### src/lcc_pkg.sv
// Shared constants, types and helper functions for the card number check unit.
// No dependencies; every other file in src imports this package.
package lcc_pkg;

  // Field widths of the input and result transactions
  localparam int CardWidth       = 63;
  localparam int ClassWidth      = 2;
  localparam int DigitCountWidth = 5;
  localparam int SumWidth        = 8;
  localparam int TotalWidth      = 32;

  // Examined digit limit and tally width
  localparam int MaxDigits   = 19;
  localparam int TallyWidth  = 32;
  localparam int DigitCntW   = $clog2(MaxDigits + 1);

  // Decimal constants
  localparam int Radix       = 10;
  localparam int DigitWidth  = 4;
  localparam int FoldOffset  = 9;

  // Binary to BCD conversion: a chunk of input bits is shifted in per cycle
  localparam int ChunkBits   = 8;
  localparam int NumChunks   = (CardWidth + ChunkBits - 1) / ChunkBits;
  localparam int PadWidth    = NumChunks * ChunkBits;
  localparam int ChunkCntW   = (NumChunks > 1) ? $clog2(NumChunks) : 1;
  localparam int BcdDigits   = 19;
  localparam int BcdWidth    = BcdDigits * DigitWidth;
  localparam int ModWidth    = $clog2(Radix);

  typedef enum logic [ClassWidth-1:0] {
    CLASS_FOUR  = 2'd0,
    CLASS_FIVE  = 2'd1,
    CLASS_SIX   = 2'd2,
    CLASS_OTHER = 2'd3
  } card_class_e;

  // Controller to datapath commands
  typedef struct packed {
    logic load;
    logic convert;
    logic peel;
    logic commit;
  } lcc_cmd_t;

  // Datapath to controller status
  typedef struct packed {
    logic peel_last;
  } lcc_status_t;

  // Registered result payload
  typedef struct packed {
    logic                       is_valid;
    card_class_e                card_class;
    logic [DigitCountWidth-1:0] digit_count;
    logic [SumWidth-1:0]        luhn_sum;
    logic [TotalWidth-1:0]      valid_total;
    logic [TotalWidth-1:0]      invalid_total;
  } lcc_result_t;

  // Weighted digit: doubled on even positions, folded back below ten
  function automatic logic [DigitWidth-1:0] luhn_weight(input logic [DigitWidth-1:0] digit,
                                                        input logic dbl);
    logic [DigitWidth:0] twice;
    twice = {digit, 1'b0};
    if (!dbl) begin
      return digit;
    end else if (twice > (DigitWidth+1)'(FoldOffset)) begin
      return DigitWidth'(twice - (DigitWidth+1)'(FoldOffset));
    end else begin
      return DigitWidth'(twice);
    end
  endfunction

  // Class of the leading examined digit
  function automatic card_class_e class_of(input logic [DigitWidth-1:0] digit);
    card_class_e cls;
    case (digit)
      4'd4:    cls = CLASS_FOUR;
      4'd5:    cls = CLASS_FIVE;
      4'd6:    cls = CLASS_SIX;
      default: cls = CLASS_OTHER;
    endcase
    return cls;
  endfunction

endpackage

### src/lcc_card_if.sv
// Input channel of the card number check unit: one card number per transaction.
// Depends on lcc_pkg for the payload width.
interface lcc_card_if;
  import lcc_pkg::*;

  logic                 valid;
  logic                 ready;
  logic [CardWidth-1:0] card_value;

  modport source (output valid, output card_value, input ready);
  modport sink   (input valid, input card_value, output ready);
endinterface

### src/lcc_result_if.sv
// Result channel of the card number check unit: one check result per transaction.
// Depends on lcc_pkg for the payload widths.
interface lcc_result_if;
  import lcc_pkg::*;

  logic                       valid;
  logic                       ready;
  logic                       is_valid;
  logic [ClassWidth-1:0]      card_class;
  logic [DigitCountWidth-1:0] digit_count;
  logic [SumWidth-1:0]        luhn_sum;
  logic [TotalWidth-1:0]      valid_total;
  logic [TotalWidth-1:0]      invalid_total;

  modport source (output valid, output is_valid, output card_class, output digit_count,
                  output luhn_sum, output valid_total, output invalid_total, input ready);
  modport sink   (input valid, input is_valid, input card_class, input digit_count,
                  input luhn_sum, input valid_total, input invalid_total, output ready);
endinterface

### src/lcc_ctrl.sv
// Sequencing state machine of the card number check unit.
// Depends on lcc_pkg; drives lcc_datapath through command and status structs.
module lcc_ctrl (
  input  logic                 clk_i,
  input  logic                 rst_ni,
  input  logic                 in_valid_i,
  output logic                 in_ready_o,
  output logic                 out_valid_o,
  input  logic                 out_ready_i,
  input  lcc_pkg::lcc_status_t status_i,
  output lcc_pkg::lcc_cmd_t    cmd_o
);
  import lcc_pkg::*;

  typedef enum logic [1:0] {
    ST_IDLE,
    ST_CONVERT,
    ST_PEEL,
    ST_FINISH
  } state_e;

  state_e               state_q;
  logic [ChunkCntW-1:0] chunk_q;
  logic                 out_valid_q;
  logic                 commit_ok;

  assign in_ready_o  = (state_q == ST_IDLE);
  assign out_valid_o = out_valid_q;
  assign commit_ok   = !out_valid_q || out_ready_i;

  always_comb begin
    cmd_o         = '0;
    cmd_o.load    = (state_q == ST_IDLE) && in_valid_i;
    cmd_o.convert = (state_q == ST_CONVERT);
    cmd_o.peel    = (state_q == ST_PEEL);
    cmd_o.commit  = (state_q == ST_FINISH) && commit_ok;
  end

  always_ff @(posedge clk_i or negedge rst_ni) begin
    if (!rst_ni) begin
      state_q     <= ST_IDLE;
      chunk_q     <= '0;
      out_valid_q <= 1'b0;
    end else begin
      // raise valid on a commit; otherwise drop the result once taken
      if (cmd_o.commit) begin
        out_valid_q <= 1'b1;
      end else if (out_ready_i) begin
        out_valid_q <= 1'b0;
      end
      case (state_q)
        ST_IDLE: begin
          if (in_valid_i) begin
            chunk_q <= '0;
            state_q <= ST_CONVERT;
          end
        end
        ST_CONVERT: begin
          if (chunk_q == ChunkCntW'(NumChunks - 1)) begin
            state_q <= ST_PEEL;
          end else begin
            chunk_q <= chunk_q + 1'b1;
          end
        end
        ST_PEEL: begin
          if (status_i.peel_last) begin
            state_q <= ST_FINISH;
          end
        end
        ST_FINISH: begin
          if (commit_ok) begin
            state_q <= ST_IDLE;
          end
        end
        default: begin
          state_q <= ST_IDLE;
        end
      endcase
    end
  end

endmodule

### src/lcc_datapath.sv
// Datapath of the card number check unit: BCD conversion, digit peeling,
// weighted sum, result register and saturating tallies. Depends on lcc_pkg.
module lcc_datapath (
  input  logic                 clk_i,
  input  logic                 rst_ni,
  input  lcc_pkg::lcc_cmd_t    cmd_i,
  output lcc_pkg::lcc_status_t status_o,
  input  logic [lcc_pkg::CardWidth-1:0] card_value_i,
  output lcc_pkg::lcc_result_t result_o
);
  import lcc_pkg::*;

  logic [PadWidth-1:0]   bin_q, bin_d;
  logic [BcdWidth-1:0]   bcd_q, bcd_d;
  logic [DigitCntW-1:0]  pos_q, pos_next;
  logic [SumWidth-1:0]   sum_q;
  logic [ModWidth-1:0]   mod_q, mod_d;
  logic [DigitWidth-1:0] top_q;
  logic [DigitWidth-1:0] digit;
  logic [DigitWidth-1:0] weight;
  logic [ModWidth:0]     mod_sum;

  logic                       is_valid_q;
  card_class_e                class_q;
  logic [DigitCountWidth-1:0] count_q;
  logic [SumWidth-1:0]        luhn_sum_q;
  logic [TallyWidth-1:0]      valid_tally_q;
  logic [TallyWidth-1:0]      invalid_tally_q;
  logic                       ok;

  // Shift-add-3 over one chunk of input bits
  always_comb begin
    logic [PadWidth-1:0] bin_v;
    logic [BcdWidth-1:0] bcd_v;
    bin_v = bin_q;
    bcd_v = bcd_q;
    for (int s = 0; s < ChunkBits; s++) begin
      for (int g = 0; g < BcdDigits; g++) begin
        if (bcd_v[g*DigitWidth +: DigitWidth] >= DigitWidth'(5)) begin
          bcd_v[g*DigitWidth +: DigitWidth] = bcd_v[g*DigitWidth +: DigitWidth] + DigitWidth'(3);
        end
      end
      bcd_v = {bcd_v[BcdWidth-2:0], bin_v[PadWidth-1]};
      bin_v = {bin_v[PadWidth-2:0], 1'b0};
    end
    bin_d = bin_v;
    bcd_d = bcd_v;
  end

  // Peel the lowest decimal digit; even positions are doubled
  assign digit    = bcd_q[DigitWidth-1:0];
  assign weight   = luhn_weight(digit, pos_q[0]);
  assign pos_next = pos_q + 1'b1;
  assign mod_sum  = (ModWidth+1)'(mod_q) + (ModWidth+1)'(weight);
  assign mod_d    = (mod_sum >= (ModWidth+1)'(Radix)) ?
                    ModWidth'(mod_sum - (ModWidth+1)'(Radix)) : ModWidth'(mod_sum);

  assign status_o.peel_last = (bcd_q[BcdWidth-1:DigitWidth] == '0) ||
                              (pos_next == DigitCntW'(MaxDigits));

  assign ok = (mod_q == '0);

  always_ff @(posedge clk_i) begin
    if (cmd_i.load) begin
      bin_q <= PadWidth'(card_value_i);
      bcd_q <= '0;
      pos_q <= '0;
      sum_q <= '0;
      mod_q <= '0;
    end else if (cmd_i.convert) begin
      bin_q <= bin_d;
      bcd_q <= bcd_d;
    end else if (cmd_i.peel) begin
      bcd_q <= {DigitWidth'(0), bcd_q[BcdWidth-1:DigitWidth]};
      pos_q <= pos_next;
      sum_q <= sum_q + SumWidth'(weight);
      mod_q <= mod_d;
      top_q <= digit;
    end
    if (cmd_i.commit) begin
      is_valid_q <= ok;
      class_q    <= class_of(top_q);
      count_q    <= DigitCountWidth'(pos_q);
      luhn_sum_q <= sum_q;
    end
  end

  // Saturating tallies
  always_ff @(posedge clk_i or negedge rst_ni) begin
    if (!rst_ni) begin
      valid_tally_q   <= '0;
      invalid_tally_q <= '0;
    end else if (cmd_i.commit) begin
      if (ok && (valid_tally_q != '1)) begin
        valid_tally_q <= valid_tally_q + 1'b1;
      end
      if (!ok && (invalid_tally_q != '1)) begin
        invalid_tally_q <= invalid_tally_q + 1'b1;
      end
    end
  end

  always_comb begin
    result_o.is_valid      = is_valid_q;
    result_o.card_class    = class_q;
    result_o.digit_count   = count_q;
    result_o.luhn_sum      = luhn_sum_q;
    result_o.valid_total   = TotalWidth'(valid_tally_q);
    result_o.invalid_total = TotalWidth'(invalid_tally_q);
  end

endmodule

### src/luhn_card_number_check_unit.sv
// Top level of the card number check unit (mod-10 check with running tallies).
// Depends on lcc_pkg, lcc_card_if, lcc_result_if, lcc_ctrl and lcc_datapath.
//
//   channel   | direction | handshake     | payload
//   ----------+-----------+---------------+--------------------------------------------
//   card_i    | in        | valid / ready | card_value[62:0]
//   result_o  | out       | valid / ready | is_valid, card_class, digit_count,
//             |           |               | luhn_sum, valid_total, invalid_total
//
// One transaction occupies the engine from accept to commit, N being the digit count (1..19):
// an accept step, binary-to-BCD conversion (8 input bits per cycle), peeling of each of
// the N digits and a commit into the result register.
// The result register parts the two sides: the next card is taken while a result waits,
// and the engine holds in its commit cycle only while an untaken result is still held.
// Reset clears the controller, the result valid flag and both tallies.
module luhn_card_number_check_unit (
  input logic        clk_i,
  input logic        rst_ni,
  lcc_card_if.sink   card_i,
  lcc_result_if.source result_o
);
  import lcc_pkg::*;

  lcc_cmd_t    cmd;
  lcc_status_t status;
  lcc_result_t result;

  // Sequence accept, conversion, peeling and commit
  lcc_ctrl u_ctrl (
    .clk_i       (clk_i),
    .rst_ni      (rst_ni),
    .in_valid_i  (card_i.valid),
    .in_ready_o  (card_i.ready),
    .out_valid_o (result_o.valid),
    .out_ready_i (result_o.ready),
    .status_i    (status),
    .cmd_o       (cmd)
  );

  // Convert, peel digits, accumulate and hold the result
  lcc_datapath u_datapath (
    .clk_i        (clk_i),
    .rst_ni       (rst_ni),
    .cmd_i        (cmd),
    .status_o     (status),
    .card_value_i (card_i.card_value),
    .result_o     (result)
  );

  // Drive the result channel payload from the result register
  assign result_o.is_valid      = result.is_valid;
  assign result_o.card_class    = result.card_class;
  assign result_o.digit_count   = result.digit_count;
  assign result_o.luhn_sum      = result.luhn_sum;
  assign result_o.valid_total   = result.valid_total;
  assign result_o.invalid_total = result.invalid_total;

endmodule
### src/flat_wrapper.sv
// flat-port wrapper written by rule: the top's interface ports become plain ports
module luhn_card_number_check_unit_flat import lcc_pkg::*;
  (clk_i, rst_ni, card_i_valid, card_i_card_value, card_i_ready, result_o_valid, result_o_is_valid, result_o_card_class, result_o_digit_count, result_o_luhn_sum, result_o_valid_total, result_o_invalid_total, result_o_ready);
  lcc_card_if card_i_i ();
  lcc_result_if result_o_i ();
  input logic clk_i;
  input logic rst_ni;
  input wire logic [$bits(card_i_i.valid)-1:0] card_i_valid;
  input wire logic [$bits(card_i_i.card_value)-1:0] card_i_card_value;
  output wire logic [$bits(card_i_i.ready)-1:0] card_i_ready;
  output wire logic [$bits(result_o_i.valid)-1:0] result_o_valid;
  output wire logic [$bits(result_o_i.is_valid)-1:0] result_o_is_valid;
  output wire logic [$bits(result_o_i.card_class)-1:0] result_o_card_class;
  output wire logic [$bits(result_o_i.digit_count)-1:0] result_o_digit_count;
  output wire logic [$bits(result_o_i.luhn_sum)-1:0] result_o_luhn_sum;
  output wire logic [$bits(result_o_i.valid_total)-1:0] result_o_valid_total;
  output wire logic [$bits(result_o_i.invalid_total)-1:0] result_o_invalid_total;
  input wire logic [$bits(result_o_i.ready)-1:0] result_o_ready;
  assign card_i_i.valid = card_i_valid;
  assign card_i_i.card_value = card_i_card_value;
  assign card_i_ready = card_i_i.ready;
  assign result_o_valid = result_o_i.valid;
  assign result_o_is_valid = result_o_i.is_valid;
  assign result_o_card_class = result_o_i.card_class;
  assign result_o_digit_count = result_o_i.digit_count;
  assign result_o_luhn_sum = result_o_i.luhn_sum;
  assign result_o_valid_total = result_o_i.valid_total;
  assign result_o_invalid_total = result_o_i.invalid_total;
  assign result_o_i.ready = result_o_ready;
  luhn_card_number_check_unit u_core (.clk_i(clk_i), .rst_ni(rst_ni), .card_i(card_i_i), .result_o(result_o_i));
endmodule
### config.mk
export PLATFORM = sky130hd
export DESIGN_NAME = luhn_card_number_check_unit_flat
export DESIGN_NICKNAME = d
export VERILOG_FILES = /design/src/lcc_pkg.sv /design/src/lcc_card_if.sv /design/src/lcc_result_if.sv /design/src/lcc_ctrl.sv /design/src/lcc_datapath.sv /design/src/luhn_card_number_check_unit.sv /design/src/flat_wrapper.sv
export SDC_FILE = /design/constraint.sdc
export NUM_CORES = 1
export LEC_CHECK = 0
export BUFFER_PORTS_ARGS = -buffer_cell sky130_fd_sc_hd__buf_2
export CAP_MARGIN = 25
export CORE_ASPECT_RATIO = 0.6
export CORE_MARGIN = 2
export CORE_UTILIZATION = 35
export CTS_BUF_LIST = sky130_fd_sc_hd__clkbuf_4 sky130_fd_sc_hd__clkbuf_8
export DETAILED_ROUTE_END_ITERATION = 6
export PLACE_DENSITY = 0.57
export SLEW_MARGIN = 20
export SYNTH_ARGS = -nofsm -noshare
export SYNTH_HDL_FRONTEND = slang
export SYNTH_SLANG_ARGS = --single-unit
### constraint.sdc
create_clock -name clk_i -period 6.4 [get_ports clk_i]
set_input_delay 0 -clock clk_i [delete_from_list [all_inputs] [get_ports clk_i]]
set_output_delay 0 -clock clk_i [all_outputs]
set_load 0.05 [all_outputs]
After elaboration in Yosys (flattened, before gate mapping)
Index checks and enable logic that the tools add are counted.
{"block": "word_totals", "reg_bits": 247, "latchBits": 0, "mem_bits_rw": 0, "rom_bits": 0, "input_bits": 67, "n_memories": 0}
{"block": "classes", "add_sub_neg": 160, "multipliers": 0, "n_div": 0, "order_cmp": 154, "n_eq_ne": 15, "n_shift": 0, "mux": 170, "n_bitwise": 2, "reduce_logical": 21}
{"operator": "$ge 4x3->1 const B", "n": 152}
{"operator": "$mux 4", "n": 147}
{"operator": "$add 4x2->4 const B", "n": 144}
{"operator": "$mux 76", "n": 2}
{"operator": "$mux 63", "n": 2}
{"operator": "$logic_not 72->1", "n": 1}
{"operator": "$add 32x1->32 const B", "n": 2}
{"operator": "$ne 32x32->1 const B", "n": 2}
{"operator": "$mux 3", "n": 10}
{"operator": "$add 3x2->3 const B", "n": 8}
{"operator": "$eq 4x3->1 const B", "n": 3}
{"operator": "$ne 2x2->1 const B", "n": 5}
{"operator": "$add 8x4->8", "n": 1}
{"operator": "$mux 2", "n": 4}
{"operator": "$pmux 2 s4", "n": 1}
{"operator": "$reduce_bool 2->1", "n": 4}
{"operator": "$sub 4x4->4 const B", "n": 2}
{"operator": "$pmux 2 s3", "n": 1}
{"operator": "$pmux 3 s2", "n": 1}
{"operator": "$reduce_and 2->1", "n": 3}
{"operator": "$reduce_and 3->1", "n": 2}
{"operator": "$add 4x4->5", "n": 1}
{"operator": "$add 5x1->5 const B", "n": 1}
{"operator": "$eq 5x5->1 const B", "n": 1}
{"operator": "other kinds (14)", "n": 22}

Depth between registers and ports, before layout
Gate-level depths: netlist of the first run.
{"block": "logic_depth", "depth_word": 17, "mapped_depth": 40, "mapped_depth_nobuf": 39}

Modules after synthesis
A second synthesis of the first run with hierarchy kept.
{"block": "hier_totals", "hier_cells": 3444, "hier_area_um2": 28707.5}
{"mod": "lcc_datapath", "n_inst": 1, "cells_per_inst": 3400, "area_per_inst_um2": 28268.4, "seq_area_each_um2": 5975.7}
{"mod": "lcc_ctrl", "n_inst": 1, "cells_per_inst": 44, "area_per_inst_um2": 439.2, "seq_area_each_um2": 150.1}

Worst setup path after synthesis of the first run
OpenSTA, ideal clock, no wires.
{"block": "synth_timing", "kind": "register to register", "from": "reg u_core.u_datapath.bcd_q[64]", "to": "reg u_core.u_datapath.bcd_q[74]", "setup_ps": 120, "arrival_time_ps": 6751, "setup_slack_ps": -471, "path_stages_with_launch": 34, "path_cell_list": "dfxtp_1 clkbuf_2 inv_1 ha_1 nor2b_1 o21ai_1 nor2_1 inv_1 ha_1 o21bai_1 a211oi_1 o22ai_2 nand3_1 and2_1 buf_2 inv_1 ha_1 maj3_1 a221oi_2 buf_2 a21oi_1 a31oi_1 ha_1 o21a_1 o221a_2 a31o_2 or4_1 o211ai_1 a21boi_2 xor2_2 ha_1 a21oi_1 a211oi_1 a211o_1"}
{"block": "synth_between", "elab_chain_len": 17}
{"item": "start, declared", "line_no": "lcc_datapath.sv:14", "text": "logic [BcdWidth-1:0] bcd_q, bcd_d;"}
{"item": "start signal, assigned", "line_no": "lcc_datapath.sv:74", "text": "bcd_q <= {DigitWidth'(0), bcd_q[BcdWidth-1:DigitWidth]};"}
{"item": "$add 4x2->4 / $ge 4x3->1 (equally long branches)", "line_no": "lcc_datapath.sv:40, lcc_datapath.sv:39"}
{"item": "$mux 4 *", "line_no": "lcc_datapath.sv:39", "text": "if (bcd_v[g*DigitWidth +: DigitWidth] >= DigitWidth'(5)) begin"}
{"item": "$add 4x2->4 / $ge 4x3->1 (equally long branches)", "line_no": "lcc_datapath.sv:40, lcc_datapath.sv:39"}
{"item": "$mux 4", "line_no": "lcc_datapath.sv:39"}
{"item": "$add 4x2->4 (tied with other cells)", "line_no": "lcc_datapath.sv:40", "text": "bcd_v[g*DigitWidth +: DigitWidth] = bcd_v[g*DigitWidth +: DigitWidth] + DigitWidth'(3);"}
{"item": "$mux 4 / $mux 3 (equally long branches)", "line_no": "lcc_datapath.sv:39"}
{"item": "$add 4x2->4 (tied with other cells)", "line_no": "lcc_datapath.sv:40"}
{"item": "$mux 4 / $mux 3 (equally long branches)", "line_no": "lcc_datapath.sv:39"}
{"item": "$add 4x2->4 (tied with other cells)", "line_no": "lcc_datapath.sv:40"}
{"item": "$mux 4 / $mux 3 (equally long branches)", "line_no": "lcc_datapath.sv:39"}
{"item": "$add 4x2->4 (tied with other cells)", "line_no": "lcc_datapath.sv:40"}
{"item": "$mux 4 / $mux 3 (equally long branches)", "line_no": "lcc_datapath.sv:39"}
{"item": "$add 4x2->4 (tied with other cells)", "line_no": "lcc_datapath.sv:40"}
{"item": "$mux 4 / $mux 3 (equally long branches)", "line_no": "lcc_datapath.sv:39"}
{"item": "$ge 4x3->1 / $add 3x2->3 (equally long branches)", "line_no": "lcc_datapath.sv:39, lcc_datapath.sv:40"}
{"item": "$mux 3 *", "line_no": "lcc_datapath.sv:39"}
{"item": "$mux 76 *", "line_no": "lcc_datapath.sv:70", "text": "end else if (cmd_i.convert) begin"}
Every way passes the cells marked *; elsewhere a longest branch is shown, timed or not.
A chain may end at the register's enable or synchronous reset.

Worst setup path after layout of the first run
{"block": "layout_timing", "from": "reg u_core.u_datapath.bcd_q[60]", "to": "reg u_core.u_datapath.bcd_q[74]"}
{"block": "layout_between", "elab_chain_len": 17}
{"item": "$add 4x2->4 / $ge 4x3->1 (equally long branches)", "line_no": "lcc_datapath.sv:40, lcc_datapath.sv:39"}
{"item": "$mux 4 *", "line_no": "lcc_datapath.sv:39"}
{"item": "$add 4x2->4 / $ge 4x3->1 (equally long branches)", "line_no": "lcc_datapath.sv:40, lcc_datapath.sv:39"}
{"item": "$mux 4", "line_no": "lcc_datapath.sv:39"}
{"item": "$add 4x2->4 / $ge 4x3->1 (equally long branches)", "line_no": "lcc_datapath.sv:40, lcc_datapath.sv:39"}
{"item": "$mux 4", "line_no": "lcc_datapath.sv:39"}
{"item": "$add 4x2->4 (tied with other cells)", "line_no": "lcc_datapath.sv:40"}
{"item": "$mux 4 / $mux 3 (equally long branches)", "line_no": "lcc_datapath.sv:39"}
{"item": "$add 4x2->4 (tied with other cells)", "line_no": "lcc_datapath.sv:40"}
{"item": "$mux 4 / $mux 3 (equally long branches)", "line_no": "lcc_datapath.sv:39"}
{"item": "$add 4x2->4 (tied with other cells)", "line_no": "lcc_datapath.sv:40"}
{"item": "$mux 4 / $mux 3 (equally long branches)", "line_no": "lcc_datapath.sv:39"}
{"item": "$add 4x2->4 (tied with other cells)", "line_no": "lcc_datapath.sv:40"}
{"item": "$mux 4 / $mux 3 (equally long branches)", "line_no": "lcc_datapath.sv:39"}
{"item": "$ge 4x3->1 / $add 3x2->3 (equally long branches)", "line_no": "lcc_datapath.sv:39, lcc_datapath.sv:40"}
{"item": "$mux 3 *", "line_no": "lcc_datapath.sv:39"}
{"item": "$mux 76 *", "line_no": "lcc_datapath.sv:70"}
Marked as above.

==> impl_results.md, run 1 <==
* Final nets at 4898
* CTS tree: built
* Yosys reg bits at 247
* Worst Path Required at 6.89 ns
* Total track usage at 19.95%
* Max Slew Vio Count at 0
* CP Data Arrival Time at 6.74 ns
* Routed WL at 95.84 mm
* Global-route wire length before repair at 149.0 mm
* Die ar. at 88850 sq um
* DRC viols at 0
* Initial antenna violation count at 0
* Skew-Pair Late Insertion Delay at 0.59 ns
* Io pins at 149
* Post-DP Area at 35900 sq um
* Crit. End Element: flip-flop
* Status: finished, final reports clean
* Synthesized area per cell at 7.732 sq um
* Number of routed nets with antenna violations at 0
* GRT overflow at 0
* Worst slew pin tran at 0.9531 ns
* CP max stage cell: or4_1
* Most frequent cells in the layout: 602 x buf_4, 441 x nand2_1, 253 x nor2_1
* Max Fclk at 159.8 MHz
* Vias per Instance at 5.504
* Crit start category: flip-flop
* Adder-Cell Fraction of Synth Area at 7.729%
* Max Cap Violations at 0
* CP max FO at 4
* Post-synth EDFFs at 83
* Row Count at 83
* Vias in the first global route at 28310
* Die width at 383.5 um
* Port bufs at 148
* H-tree levels at 2
* Share of post-route cells with drive strength above 1 at 32.69%
* P&R area growth vs syn at 32.77%
* Relative max-transition margin at 36.46%
* Synth Area in Simple Gates at 22.93%
* Hpwl dp at 72.47 mm
* Starting Density at 35.34%
* Min cycle time layout at 6.256 ns
* Fin crit share at 97.75%
* Min-delay worst type: primary input to asynchronous set/reset pin
* Post-Syn Area at 30240 sq um
* Maximum clock path buffer count at 3
* RSZ-0062 raised after global routing: yes
* Area of the core at 85570 sq um
* Via count at 32060
* TritonCTS sink count at 247
* Detailed-router iteration count before antenna repair at 5
* Mapped Nets at 4162
* Cells after Synth at 3911
* Multiplexer area fraction after synthesis at 7.745%
* Die Ht at 231.7 um
* ANT cells at 0
* Routability cong. at 0.8925
* Final Hold Viols at 0
* Final Instance Area at 40150 sq um
* Pin count of the biggest net entering global routing at 71
* Most used cell, CP: ha_4
* Critical path type: flip-flop to flip-flop
* Largest family of logic cells by synthesized area: compound AO/OA/AOI/OAI gates
* Max incr delay on CP at 0.49 ns
* XOR/XNOR Fraction of Synth Area at 4.965%
* CTS buffer count at 39
* Initial drt markers at 2582
* Prevailing post-synth register cell: dfxtp_1
* Compound-cell area share of the yosys netlist at 31.25%
* Wirelength per Cell at 16.46 um
* Final setup vio count at 0
* Sequential area share after synthesis at 20.26%
* Worst-path clk slew at 0.07 ns
* Synthesis warning total at 0
* FFs w/ async S/R, synth at 28.34%
* Synth cell types at 146
* Commonest non-fill, non-tap cell in the layout: buf_4
* Clock tree root buffer cell: clkbuf_8
* Fin Clk Skew at 0.02577 ns
critical path, delay by kind of cell, from the launching register on:
family                   cells  cell delay [ns]
AND/OR/NAND/NOR              6             1.49
AO/OA/AOI/OAI               13             2.49
XOR/XNOR                     1             0.17
flip-flops                   1             0.36
adder cells (fa/ha/maj)      6             1.26
buffers and inverters        4             0.37
layout make-up:
type	instances	area [sq um]
Fill cell	8261	45420
Multi-Input combinational cell	3278	24660
Sequential cell	247	6173
Timing Repair Buffer	826	6055
Tap cell	1147	1435
Inverter	255	972.2
Clock buffer	63	773.2
Clock inverter	8	85.08
cell usage after synthesis, types with 36 or more instances:
cell,count,share of area [%]
o211ai_1,78,1.9
o21ai_1,71,1.2
o21a_1,51,1.3
a31oi_1,47,0.97
a211oi_1,75,1.9
nor2b_1,45,0.93
nor2_1,284,3.5
xnor2_1,100,2.9
nand2b_1,67,1.4
xor2_1,46,1.3
or3_1,44,0.91
edfxtp_1,83,8.2
nor3_1,83,1.4
nand2_1,446,5.5
or2_2,39,0.81
mux2_2,78,2.9
a21o_1,46,1.1
o21bai_1,37,0.92
a21oi_1,233,3.9
o21ai_0,219,3.6
inv_1,241,3.0
and2_1,53,1.1
buf_2,36,0.60
mux2i_1,121,4.0
a22oi_1,50,1.2
dfrtp_1,70,5.8
nand3_1,114,1.9
and3_1,55,1.1
clkbuf_1,67,0.83
dfxtp_1,94,6.2
ha_1,182,7.5
worst paths after layout:
path,end,start,slack (ns),depth (start not counted)
worst min-delay path,u_core.u_datapath.valid_tally_q[10]$_DFFE_PN0P_,rst_ni,0.15,3
max in group asynchronous,u_core.u_datapath.invalid_tally_q[8]$_DFFE_PN0P_,rst_ni,5.61,3
worst max-delay path,u_core.u_datapath.bcd_q[74]$_SDFFE_PP0P_,u_core.u_datapath.bcd_q[60]$_SDFFE_PP0P_,0.14,30
worst max register to register,u_core.u_datapath.bcd_q[74]$_SDFFE_PP0P_,u_core.u_datapath.bcd_q[60]$_SDFFE_PP0P_,0.14,30
min in group clk_i,u_core.u_datapath.bin_q[4]$_SDFFCE_PN0P_,card_i_valid,0.17,2
worst min register to register,u_core.u_datapath.luhn_sum_q[7]$_DFFE_PP_,u_core.u_datapath.sum_q[7]$_SDFFE_PP0P_,0.45,0
registers in the layout, indices dropped and copies added, names as in the netlist:
register and count:
u_core.u_datapath.class_q 2, u_core.u_datapath.top_q 4, u_core.u_datapath.sum_q 8, u_core.u_datapath.invalid_tally_q 32, u_core.u_datapath.pos_q 5, u_core.u_datapath.is_valid_q 1, u_core.u_ctrl.state_q 2, u_core.u_datapath.mod_q 4
u_core.u_ctrl.out_valid_o 1, u_core.u_datapath.bcd_q 76, u_core.u_datapath.bin_q 64, u_core.u_datapath.luhn_sum_q 8, u_core.u_datapath.count_q 5, u_core.u_ctrl.chunk_q 3, u_core.u_datapath.valid_tally_q 32
what timing repair did:
item                       CTS  global route
pin swaps                    6           182
buffers inserted             2            85
hold buffers                65             0
resized for setup           18           503
hold endpoints to repair   134             0
setup endpoints to repair   20            71
layer usage:
metal | part of all wire, % | up-vias | global-route usage [%]
met4 | 0.89 | 0 | 2.549
met2 | 38 | 788 | 25.88
met1 | 55 | 15170 | 33.75
met3 | 6.3 | 75 | 2.947
met5 | 0 | - | 0
li1 | - | 16020 | -
per-stage QoR:
| step | setup WS [ns] | setup TNS, ns | cells | hold WS [ns] | utilization [%] |
|---|---|---|---|---|---|
| 6_report | 0.1440 | 0 | 5824 | 0.1505 | 46.92 |
| 5_1_grt | -0.09932 | -1.596 | 5824 | 0.1077 | 46.92 |
| 4_1_cts | -0.003335 | -0.003335 | 5740 | 0.08101 | 43.84 |
| 3_5_place_dp | -0.08538 | -0.4312 | 5602 | 0.2625 | 41.95 |
| 3_3_place_gp | 0.008903 | 0 | 5601 | 0.2617 | 41.93 |
| 2_1_floorplan | 0.02720 | 0 | 3911 | -0.2956 | - |
kinds of logic after synthesis:
group,count (synthesis)
AND/OR/NAND/NOR,1396
flip-flops,247
multiplexers,217
XOR/XNOR,159
AO/OA/AOI/OAI,1320
adder cells (fa/ha/maj),186
buffers and inverters,386
Power of run 1 is not shown: default switching activity piles up to over one toggle a cycle in this logic, so the estimate is an artifact.
==> run 2, diff against run 1 <==
- CORE_MARGIN: 2 -> unset
==> run 2 against run 1 <==
The flow now finishes with violations (negative hold slack). Die area is 1.4% lower. Global-route usage rose by 0.15 points. Final cell count grew 0.65%. Fmax is 2.0% lower. Register-to-register slack worse by 0.13 ns. Sequential cell count unchanged. Via count grew 1.1%. Sequential share of layout area shrank 0.18 points. Critical path depth decreased by 4. Clock skew rose by 0.014 ns. Wire length increased by 0.99%. Clock-buffer cell count decreased by 8. Critical endpoint unchanged. Largest cell class unchanged.
==> impl_results.md, run 2 (same netlist as run 1, synthesis figures left out) <==
* Status: finished with violations
* Failing checks: negative hold slack
* FF/Latch Area at 6181 sq um
* Fin Clk Skew at 0.03937 ns
* Hold Slack at -0.009560 ns
* Met1 usage at 34.21%
* CTS tree: built
* CTS buffer count at 40
* Final Worst Setup Slack at 0.01828 ns
* Crit start category: flip-flop
* Detailed-router iteration count before antenna repair at 5
* Clock tree root buffer cell: clkbuf_8
* Multi-input logic area at 24920 sq um
* CP max FO at 5
* Port bufs at 148
* Number of flip-flops in the largest register at 76
* Fin crit share at 99.71%
* GRT Max-Usage Layer: met1
* DRC viols at 0
* TritonCTS sink count at 247
* Setup tns final at 0 ns
* Relative max-transition margin at 24.68%
* Final nets at 4935
* Vias in the first global route at 28450
* Vias per Instance at 5.527
* Max Fclk at 156.7 MHz
* Global-route wire length before repair at 148.8 mm
* Routing usage on met3 at 2.844%
* Min-delay worst type: primary input to asynchronous set/reset pin
* Setup WS pre-CTS at -0.1840 ns
* Met2 Use GR at 25.94%
* Wirelength per Cell at 16.51 um
* Initial drt markers at 2939
* Max Cap Violations at 0
* Share of post-route cells with drive strength above 1 at 33.85%
* Hpwl dp at 72.84 mm
* Final Hold Viols at 7
* Worst R2R Path Depth at 26
* Total track usage at 20.10%
* Final setup vio count at 0
* Die Ht at 229.7 um
* Via count at 32400
* Row Count at 83
* CP Data Arrival Time at 6.86 ns
* Min cycle time layout at 6.382 ns
* Critical path type: flip-flop to flip-flop
* Initial antenna violation count at 0
* Max Slew Vio Count at 0
* GRT overflow at 0
* Crit. End Element: flip-flop
* Die width at 381.5 um
* Worst slew pin tran at 1.119 ns
* Worst R2R Setup Slack at 0.02 ns
* Worst Path Required at 6.88 ns
* H-tree levels at 2
* Io pins at 149
* Fill cell count at 8257
* Die ar. at 87620 sq um
* Number of routed nets with antenna violations at 0
* Area of the core at 85570 sq um
* Routed WL at 96.79 mm
* Most frequent cells in the layout: 638 x buf_4, 437 x nand2_1, 257 x nor2_1
* Maximum clock path buffer count at 3
* Starting Density at 35.34%
* Commonest non-fill, non-tap cell in the layout: buf_4
* Pin count of the biggest net entering global routing at 71
* Worst-path clk slew at 0.08 ns
* P&R area growth vs syn at 34.51%
* Reg2reg end: u_core.u_datapath.bcd_q[74]$_SDFFE_PP0P_
* Top flop regs: u_core.u_datapath.bcd_q: 76 flops, u_core.u_datapath.bin_q: 64 flops
* ANT cells at 0
* Largest Register: u_core.u_datapath.bcd_q
* RSZ-0062 raised after global routing: yes
* Worst r2r src: u_core.u_datapath.bcd_q[60]$_SDFFE_PP0P_
* Routability cong. at 0.8758
* Skew-Pair Late Insertion Delay at 0.60 ns
## run 2: critical path, stage by stage (launching register included)
cell	delay, ns
dfxtp_4	0.38
inv_4	0.04
ha_4	0.15
and2b_2	0.23
or3_4	0.39
buf_4	0.16
o211ai_2	0.09
mux2i_1	0.48
a21o_1	0.18
and2_4	0.16
inv_2	0.04
ha_4	0.15
maj3_2	0.31
a221oi_4	0.36
a21oi_1	0.11
a31oi_1	0.17
ha_1	0.28
o21a_1	0.17
o221a_2	0.30
a31o_4	0.22
or4_1	0.49
o211ai_1	0.15
a21boi_2	0.25
xor2_2	0.32
ha_4	0.27
nor4b_4	0.13
a211o_1	0.28
## run 2: through the flow
| stage | util, % | hold slack, ns | instances | cell area [sq um] |
|---|---|---|---|---|
| floorplan | - | -0.2956 | 3911 | 30340 |
| detailed placement | 42.12 | 0.2639 | 5621 | 36040 |
| global placement | 42.10 | 0.2625 | 5620 | 36030 |
| CTS | 44.07 | 0.07787 | 5764 | 37710 |
| global route | 47.53 | 0.02866 | 5862 | 40680 |
| finish | 47.53 | -0.009560 | 5862 | 40680 |
## run 2: final cells by class
type | count | area share (%)
multi-input cells | 3278 | 61.26
flip-flops and latches | 247 | 15.20
clock inverters | 18 | 0.2891
well taps | 1147 | 3.528
inverters | 255 | 2.408
repair buffers | 862 | 15.55
clock buffers | 55 | 1.769
## run 2: how the worst max path moves through the flow
stage	from	endpoint	slack, ns	depth (start not counted)
floorplan	u_core.u_datapath.bcd_q[56]$_SDFFE_PP0P_	u_core.u_datapath.bcd_q[65]$_SDFFE_PP0P_	0.03	36
global placement	u_core.u_datapath.bcd_q[20]$_SDFFE_PP0P_	u_core.u_datapath.bcd_q[28]$_SDFFE_PP0P_	-0.15	35
detailed placement	u_core.u_datapath.bcd_q[20]$_SDFFE_PP0P_	u_core.u_datapath.bcd_q[27]$_SDFFE_PP0P_	-0.18	34
CTS	u_core.u_datapath.bcd_q[61]$_SDFFE_PP0P_	u_core.u_datapath.bcd_q[65]$_SDFFE_PP0P_	0.004	34
global route	u_core.u_datapath.bcd_q[64]$_SDFFE_PP0P_	u_core.u_datapath.bcd_q[74]$_SDFFE_PP0P_	-0.17	30
finish	u_core.u_datapath.bcd_q[60]$_SDFFE_PP0P_	u_core.u_datapath.bcd_q[74]$_SDFFE_PP0P_	0.02	26
## run 2: timing repair
item	4_1_cts	5_1_grt
resized for setup	28	540
hold buffers	65	0
cloned	0	0
hold endpoints to repair	134	0
buffers inserted	5	100
endpoints found under the setup margin	26	71
pin swaps	10	223
## run 2: metal layers
| metal | vias up | share of wire, % |
|---|---|---|
| li1 | 16100 | - |
| met1 | 15370 | 55 |
| met2 | 868 | 39 |
| met3 | 66 | 6.0 |
| met4 | 0 | 0.79 |
| met5 | - | 0 |
Power of run 2 is left out for the same reason.
